**src/rtl/cua_pkg.sv**
```systemverilog
// Shared constants, codes and types of the contiguous unit allocator.
package cua_pkg;

	localparam int PARTITION_BYTES = 65536;
	localparam int MAX_UNITS       = 1024;
	localparam int UNIT_W          = $clog2(MAX_UNITS);
	localparam int CNT_W           = UNIT_W + 1;
	localparam int SIZE_W          = 13;
	localparam int BYTE_W          = 16;
	localparam int OWN_W           = 4;
	localparam int DVD_W           = $clog2(PARTITION_BYTES) + 1;
	localparam int DVS_W           = SIZE_W;
	localparam int CFG_IDX_W       = 1;

	localparam logic [SIZE_W-1:0] SIZE_MIN   = SIZE_W'(64);
	localparam logic [SIZE_W-1:0] SIZE_MAX   = SIZE_W'(4096);
	localparam logic [SIZE_W-1:0] SIZE_RESET = SIZE_W'(64);
	localparam logic [CNT_W-1:0]  TOTAL_RESET =
		CNT_W'((PARTITION_BYTES / 64 > MAX_UNITS) ? MAX_UNITS : PARTITION_BYTES / 64);
	localparam logic [CNT_W-1:0]  UNITS_CAP  = CNT_W'(MAX_UNITS);

	typedef enum logic [1:0] {
		FIT_FIRST     = 2'd0,
		FIT_BEST      = 2'd1,
		FIT_WORST     = 2'd2,
		FIT_FIRST_ALT = 2'd3
	} fit_t;

	typedef enum logic [1:0] {
		STAT_OK      = 2'd0,
		STAT_ZERO    = 2'd1,
		STAT_NOSPACE = 2'd2,
		STAT_RANGE   = 2'd3
	} status_t;

	typedef enum logic [CFG_IDX_W-1:0] {
		CFG_FIT       = 1'b0,
		CFG_UNIT_SIZE = 1'b1
	} cfg_idx_t;

	typedef enum logic {
		FN_ALLOC   = 1'b0,
		FN_RELEASE = 1'b1
	} func_t;

	typedef struct packed {
		logic [CNT_W-1:0] len;
		logic [OWN_W-1:0] owner;
	} seg_t;

	typedef enum logic [3:0] {
		S_INIT,
		S_IDLE,
		S_CDIV,
		S_DIV,
		S_AWALK,
		S_AFIN,
		S_AWR_PICK,
		S_RWALK,
		S_RNEXT,
		S_RWR,
		S_MUL,
		S_EMIT
	} state_t;

endpackage

```
**src/rtl/cua_div.sv**
```systemverilog
// Restoring divider, one quotient bit per cycle.
module cua_div (
	input  logic                     clk,
	input  logic                     arst_n,
	input  logic                     start,
	input  logic [cua_pkg::DVD_W-1:0] dividend,
	input  logic [cua_pkg::DVS_W-1:0] divisor,
	output logic                     done,
	output logic [cua_pkg::DVD_W-1:0] quotient
);
	import cua_pkg::*;

	localparam int CW = $clog2(DVD_W + 1);

	logic              busy_q;
	logic              done_q;
	logic [CW-1:0]     cnt_q;
	logic [DVD_W-1:0]  quo_q;
	logic [DVS_W-1:0]  rem_q;
	logic [DVS_W-1:0]  dvs_q;
	logic [DVS_W:0]    trial;
	logic              take;

	assign trial = {rem_q, quo_q[DVD_W-1]};
	assign take  = trial >= {1'b0, dvs_q};

	always_ff @(posedge clk or negedge arst_n) begin
		if (!arst_n) begin
			busy_q <= 1'b0;
			done_q <= 1'b0;
			cnt_q  <= '0;
		end else begin
			done_q <= 1'b0;
			if (start) begin
				busy_q <= 1'b1;
				cnt_q  <= '0;
			end else if (busy_q) begin
				cnt_q <= cnt_q + CW'(1);
				if (cnt_q == CW'(DVD_W - 1)) begin
					busy_q <= 1'b0;
					done_q <= 1'b1;
				end
			end
		end
	end

	always_ff @(posedge clk) begin
		if (start) begin
			quo_q <= dividend;
			rem_q <= '0;
			dvs_q <= divisor;
		end else if (busy_q) begin
			// remainder stays below the divisor, so it fits DVS_W bits
			rem_q <= take ? DVS_W'(trial - {1'b0, dvs_q}) : trial[DVS_W-1:0];
			quo_q <= {quo_q[DVD_W-2:0], take};
		end
	end

	assign done     = done_q;
	assign quotient = quo_q;

endmodule

```
**config.mk**
```make
export PLATFORM = sky130hd
export DESIGN_NAME = cua_div
export DESIGN_NICKNAME = d
export VERILOG_FILES = /design/src/rtl/cua_pkg.sv /design/src/rtl/cua_div.sv
export SDC_FILE = /design/constraint.sdc
export NUM_CORES = 1
export LEC_CHECK = 0
export CAP_MARGIN = 20
export CORE_MARGIN = 8
export CORE_UTILIZATION = 63
export CTS_CLUSTER_SIZE = 8
export DETAILED_ROUTE_END_ITERATION = 8
export DONT_BUFFER_PORTS = 1
export GPL_TIMING_DRIVEN = 0
export PLACE_DENSITY_LB_ADDON = 0.2
export SLEW_MARGIN = 20
export SYNTH_ARGS = -nofsm -noshare
export SYNTH_HDL_FRONTEND = slang
export SYNTH_SLANG_ARGS = --single-unit
```
**constraint.sdc**
```tcl
create_clock -name clk -period 3.1 [get_ports clk]
set_clock_uncertainty 0.2 [all_clocks]
set_input_delay 0.465 -clock clk [delete_from_list [all_inputs] [get_ports clk]]
set_output_delay 0.465 -clock clk [all_outputs]
set_load 0.01 [all_outputs]
```
[Word level (Yosys, flattened, before mapping)]
Cells that the tools add are included.
Operators by class
  $add $sub $neg: 2
  $lt $le $gt $ge: 1
  equality and inequality tests: 1
  muxes and demuxes: 11
  reductions and logical operators: 1
Operator list (count)
  17-bit two-way mux: 2
  14-bit by 13-bit greater-or-equal comparator with 1-bit output: 1
  13-bit two-way mux: 1
  13-bit subtractor: 1
  5-bit two-way mux: 2
  1-bit two-way mux: 6
  5-bit by 1-bit adder with 5-bit output (second input constant): 1
  5-bit equality test (second input constant): 1
  2-bit nonzero test: 1
Storage, ports and cells
  flip-flop bits (word level): 50
  output and inout port bits: 18

[Depth between registers and ports, before layout]
  depth in word-level cells: 4
  gate-level depth with buffers: 11
  gate-level depth less buffers: 10

[Worst setup path after synthesis]
No wires, ideal clock.
  path type: flip-flop to flip-flop
  start: register quo_q[16], in the netlist quotient[16]
  end: register quo_q[0], in the netlist quotient[0] (data pin)
  arrival time: 2.404 ns
  data required time: 2.640 ns
  setup slack: 0.236 ns
  cell stages (with the launch flop): 11
  path buffers: 1
  period minus slack after synthesis: 2.864 ns
  path through: edfxtp_1 -> inv_1 -> ha_1 -> inv_1 -> fa_1 -> a21o_2 -> a221oi_2 -> a211o_1 -> o2111ai_2 -> buf_6 -> mux2_2
Between the ends
  cells in the longest elaborated chain, start to end: 3
Ends and longest elaborated chain
  start: declaration: line cua_div.sv:18  | logic [DVD_W-1:0] quo_q;
  start signal: assignment: line cua_div.sv:49  | quo_q <= dividend;
  start signal: assignment: line cua_div.sv:55  | quo_q <= {quo_q[DVD_W-2:0], take};
  14-bit by 13-bit greater-or-equal comparator with 1-bit output: line cua_div.sv:25  | assign take = trial >= {1'b0, dvs_q};
  17-bit two-way mux: line cua_div.sv:52  | end else if (busy_q) begin
  17-bit two-way mux: line cua_div.sv:48  | if (start) begin
No other way between the ends. The select of a mux whose other input is x is not followed.
A chain may end at the register's enable or synchronous reset.

[Worst setup path in the final report]
Ends and elaborated chain as after synthesis.

==> results.tsv <==
stage	metric	value	unit
power_and_ir_drop	p_per_area	791	nW/um2
power_and_ir_drop	p_leak	1.29	nW
sta	slew_headroom	0.617	
final_layout	multi_input_area	1330	um2
clocking	cts.path.max_buffers	2	
power_and_ir_drop	irDropWorstVdd	400	uV
worst_setup_path	cp-end-kind	register	
synthesis	synth_ff_type	edfxtp_1	
worst_setup_path	slowest_stage	edfxtp_1	
sta	whs	0.0367	ns
die	ios	51	
clocking	cts_tree	yes	
power_and_ir_drop	sw_frac_of_total	0.346	
route	routed_wl	6.06	mm
die	die_area	6840	um2
synthesis	synth_top_area_frac	0.321	
worst_setup_path	worstSetupStartpointType	register	
worst_setup_path	crit_chain	inv_2 -> ha_1 -> inv_1 -> fa_2 -> a21o_2 -> a221oi_4 -> a211o_1 -> o2111ai_4 -> buf_6 -> mux2_2	
placed_design	detailed_place_hpwl	4.30	mm
grt	grt_pass1_vias	1908	
clocking	numClockSinks	50	
sta	fin_crit	2.99	ns
status	status	finished, final reports clean	
synthesis	yosys.area.top_type	edfxtp_1	
synthesis	syn_nets	296	
die	start_util	0.648	
grt	track_usage	0.179	
route	ant_nets	0	
final_layout	drive_gt1_frac	0.202	
synthesis	yosys-top-cells-count	edfxtp_1 (30), nor2_1 (23), inv_1 (19)	
route	drc	0	
min_path	hold_class	input port to register	
route	wire_per_inst	19.3	um
synthesis	syn_avg_cell_area	11.4	um2
synthesis	netlist_area	2800	um2
synthesis	ys_ff_latch	50	
power_and_ir_drop	switching_power	839	uW
sta	setup_viol	0	
power_and_ir_drop	p_seq_frac	0.384	
final_layout	final_core_util	0.708	
power_and_ir_drop	power_frac_comb	0.420	
worst_setup_path	critical_path_required	2.97	ns
final_layout	antenna_cells	0	
power_and_ir_drop	p_clk_frac	0.197	
worst_setup_path	cp_max_fo	5	
synthesis	synthCells	247	
synthesis	ys_seq_area_frac	0.477	
run	drv_cap	0	
synthesis	synth_edf_count	30	
die	die_h	82.7	um
sta	fmax	0.335	GHz
clocking	cts-root-buf	clkbuf_8	
final_layout	syn_to_final_growth	9.24	%
route	post_drt_via_cell_ratio	6.18	
sta	finalMaxSlewViolations	0	
sta	hold_violations	0	
power_and_ir_drop	p_int	1.58	mW
synthesis	synth.distinct_cells	52	
grt	grt-ovfl-total	0	
clocking	htreeDepth	2	
grt	grt_max_degree	18	
final_layout	layout.nets	310	
die	core	4320	um2
sta	period_share	0.964	
route	drtIter0Drc	138	
clocking	cts_made_buffers	5	
die	chipWidth	82.7	um
grt	antenna_found_initial	0	
synthesis	synth-async-reset-ratio	0.140	
final_layout	seq_area	1340	um2
synthesis	synthTopCellsByArea	edfxtp_1 (32%), dfxtp_1 (9.3%), mux2_2 (7.2%)	
die	rows	24	
placed_design	globalplace.congestion	0.815	
clocking	clk_pin_slew	0.10	ns
worst_setup_path	path_class	register to register	
final_layout	nFillCells	328	
clocking	clk_latency	0.32	ns
sta	tightest_slew	0.575	ns
sta	tns	0	ns
worst_setup_path	max_stage_delay	0.47	ns
placed_design	io_buffers	0	
route	drt-pass1-iter-count	4	
synthesis	yosysWarnings	0	
worst_setup_path	worstPathArrival	2.86	ns
route	vias	1939	
grt	grt_first_pass_wirelength	9.18	mm
synthesis	synth.most_common_cell	edfxtp_1	
## cells by family (layout without fill, tap and decap cells)
group,count (synthesis),after routing,synth area share
simple gates,61,61,0.104
flops,50,50,0.477
fa+ha+maj,16,16,0.0741
buf+inv,30,45,0.0598
xor+xnor,12,12,0.0375
compound gates,50,50,0.138
mux,28,28,0.110
## layout by cell type (no fill, tap or decap), drive strengths merged, types with 2 or more instances in the layout
master,netlist,layout
a211o,2,2
a211oi,10,10
a21o,5,5
a21oi,11,11
a311oi,2,2
buf,6,12
clkbuf,4,9
dfrtp,7,7
dfxtp,13,13
edfxtp,30,30
ha,15,15
inv,19,21
mux2,19,19
mux2i,9,9
nand2,16,16
nand2b,3,3
nand3,3,3
nand4,4,4
nor2,23,23
nor2b,3,3
nor3b,2,2
o211ai,3,3
o21ai,5,5
xnor2,5,5
xor2,7,7
## worst paths after layout
check	slack, ns	from	cells after the start	to
max	0.11	quotient[16]	10	quotient[0]
min	0.04	divisor[5]	0	dvs_q[5]
max reg2reg	0.11	quotient[16]	10	quotient[0]
min reg2reg	0.32	rem_q[9]	2	rem_q[9]
max in group asynchronous	2.17	arst_n	1	cnt_q[0]
min in group asynchronous	0.28	arst_n	1	busy_q
## final cells by class
cell class	instances	area share
flip-flops and latches	50	0.436
plain buffers	11	0.0315
clock inverters	3	0.0155
repair buffers	7	0.0172
clock buffers	5	0.0225
multi-input cells	167	0.433
well taps	52	0.0212
inverters	19	0.0233
## layer usage
| layer | share of wire | vias to the layer above | GRT usage |
|---|---|---|---|
| met3 | 0.091 | 9 | 0.0736 |
| met4 | 0.015 | 0 | 0.0655 |
| met2 | 0.50 | 73 | 0.282 |
| met1 | 0.39 | 928 | 0.216 |
| met5 | 0 | - | 0 |
| li1 | - | 929 | - |
## sequential cells by signal (all words and copies together) (netlist names)
| name | count |
|---|---|
| quotient | 17 |
| dvs_q | 13 |
| rem_q | 13 |
| cnt_q | 5 |
| busy_q | 1 |
| done | 1 |
## timing repair
action / 4_1_cts / 5_1_grt
setup buffers: 0 / 5
hold buffers: 1 / 0
endpoints found under the hold margin: 7 / 0
endpoints found under the setup margin: 2 / 8
gates cloned: 0 / 1
gates resized for setup: 1 / 3
pin swaps: 0 / 3
## metrics by stage
| step | instance area, um2 | setup slack [ns] | std cells | total power, mW |
|---|---|---|---|---|
| 4_1_cts | 3010 | 0.0191 | 308 | 2.33 |
| 3_3_place_gp | 2870 | 0.0230 | 299 | 1.81 |
| 3_5_place_dp | 2870 | -0.0244 | 299 | 1.84 |
| 2_1_floorplan | 2800 | 0.236 | 247 | 1.67 |
| 5_1_grt | 3060 | -0.0136 | 314 | 2.55 |
| 6_report | 3060 | 0.111 | 314 | 2.42 |
## power by group through the flow
stage,clock network (mW),logic [mW],registers (mW)
after floorplan,0,0.753,0.913
after global placement,0,0.874,0.937
after detailed placement,0,0.896,0.941
after CTS,0.483,0.923,0.928
after global routing,0.508,1.10,0.941
final,0.476,1.02,0.929
## critical path: cells and delay by family (launching register included)
kind / cells / cell delay (ns)
AOI/OAI and AO/OA: 4 / 0.97
adders and majority gates: 2 / 0.51
buffers and inverters: 3 / 0.34
DFF: 1 / 0.47
muxes: 1 / 0.25
Note: power is estimated with default switching activity, not from simulation.
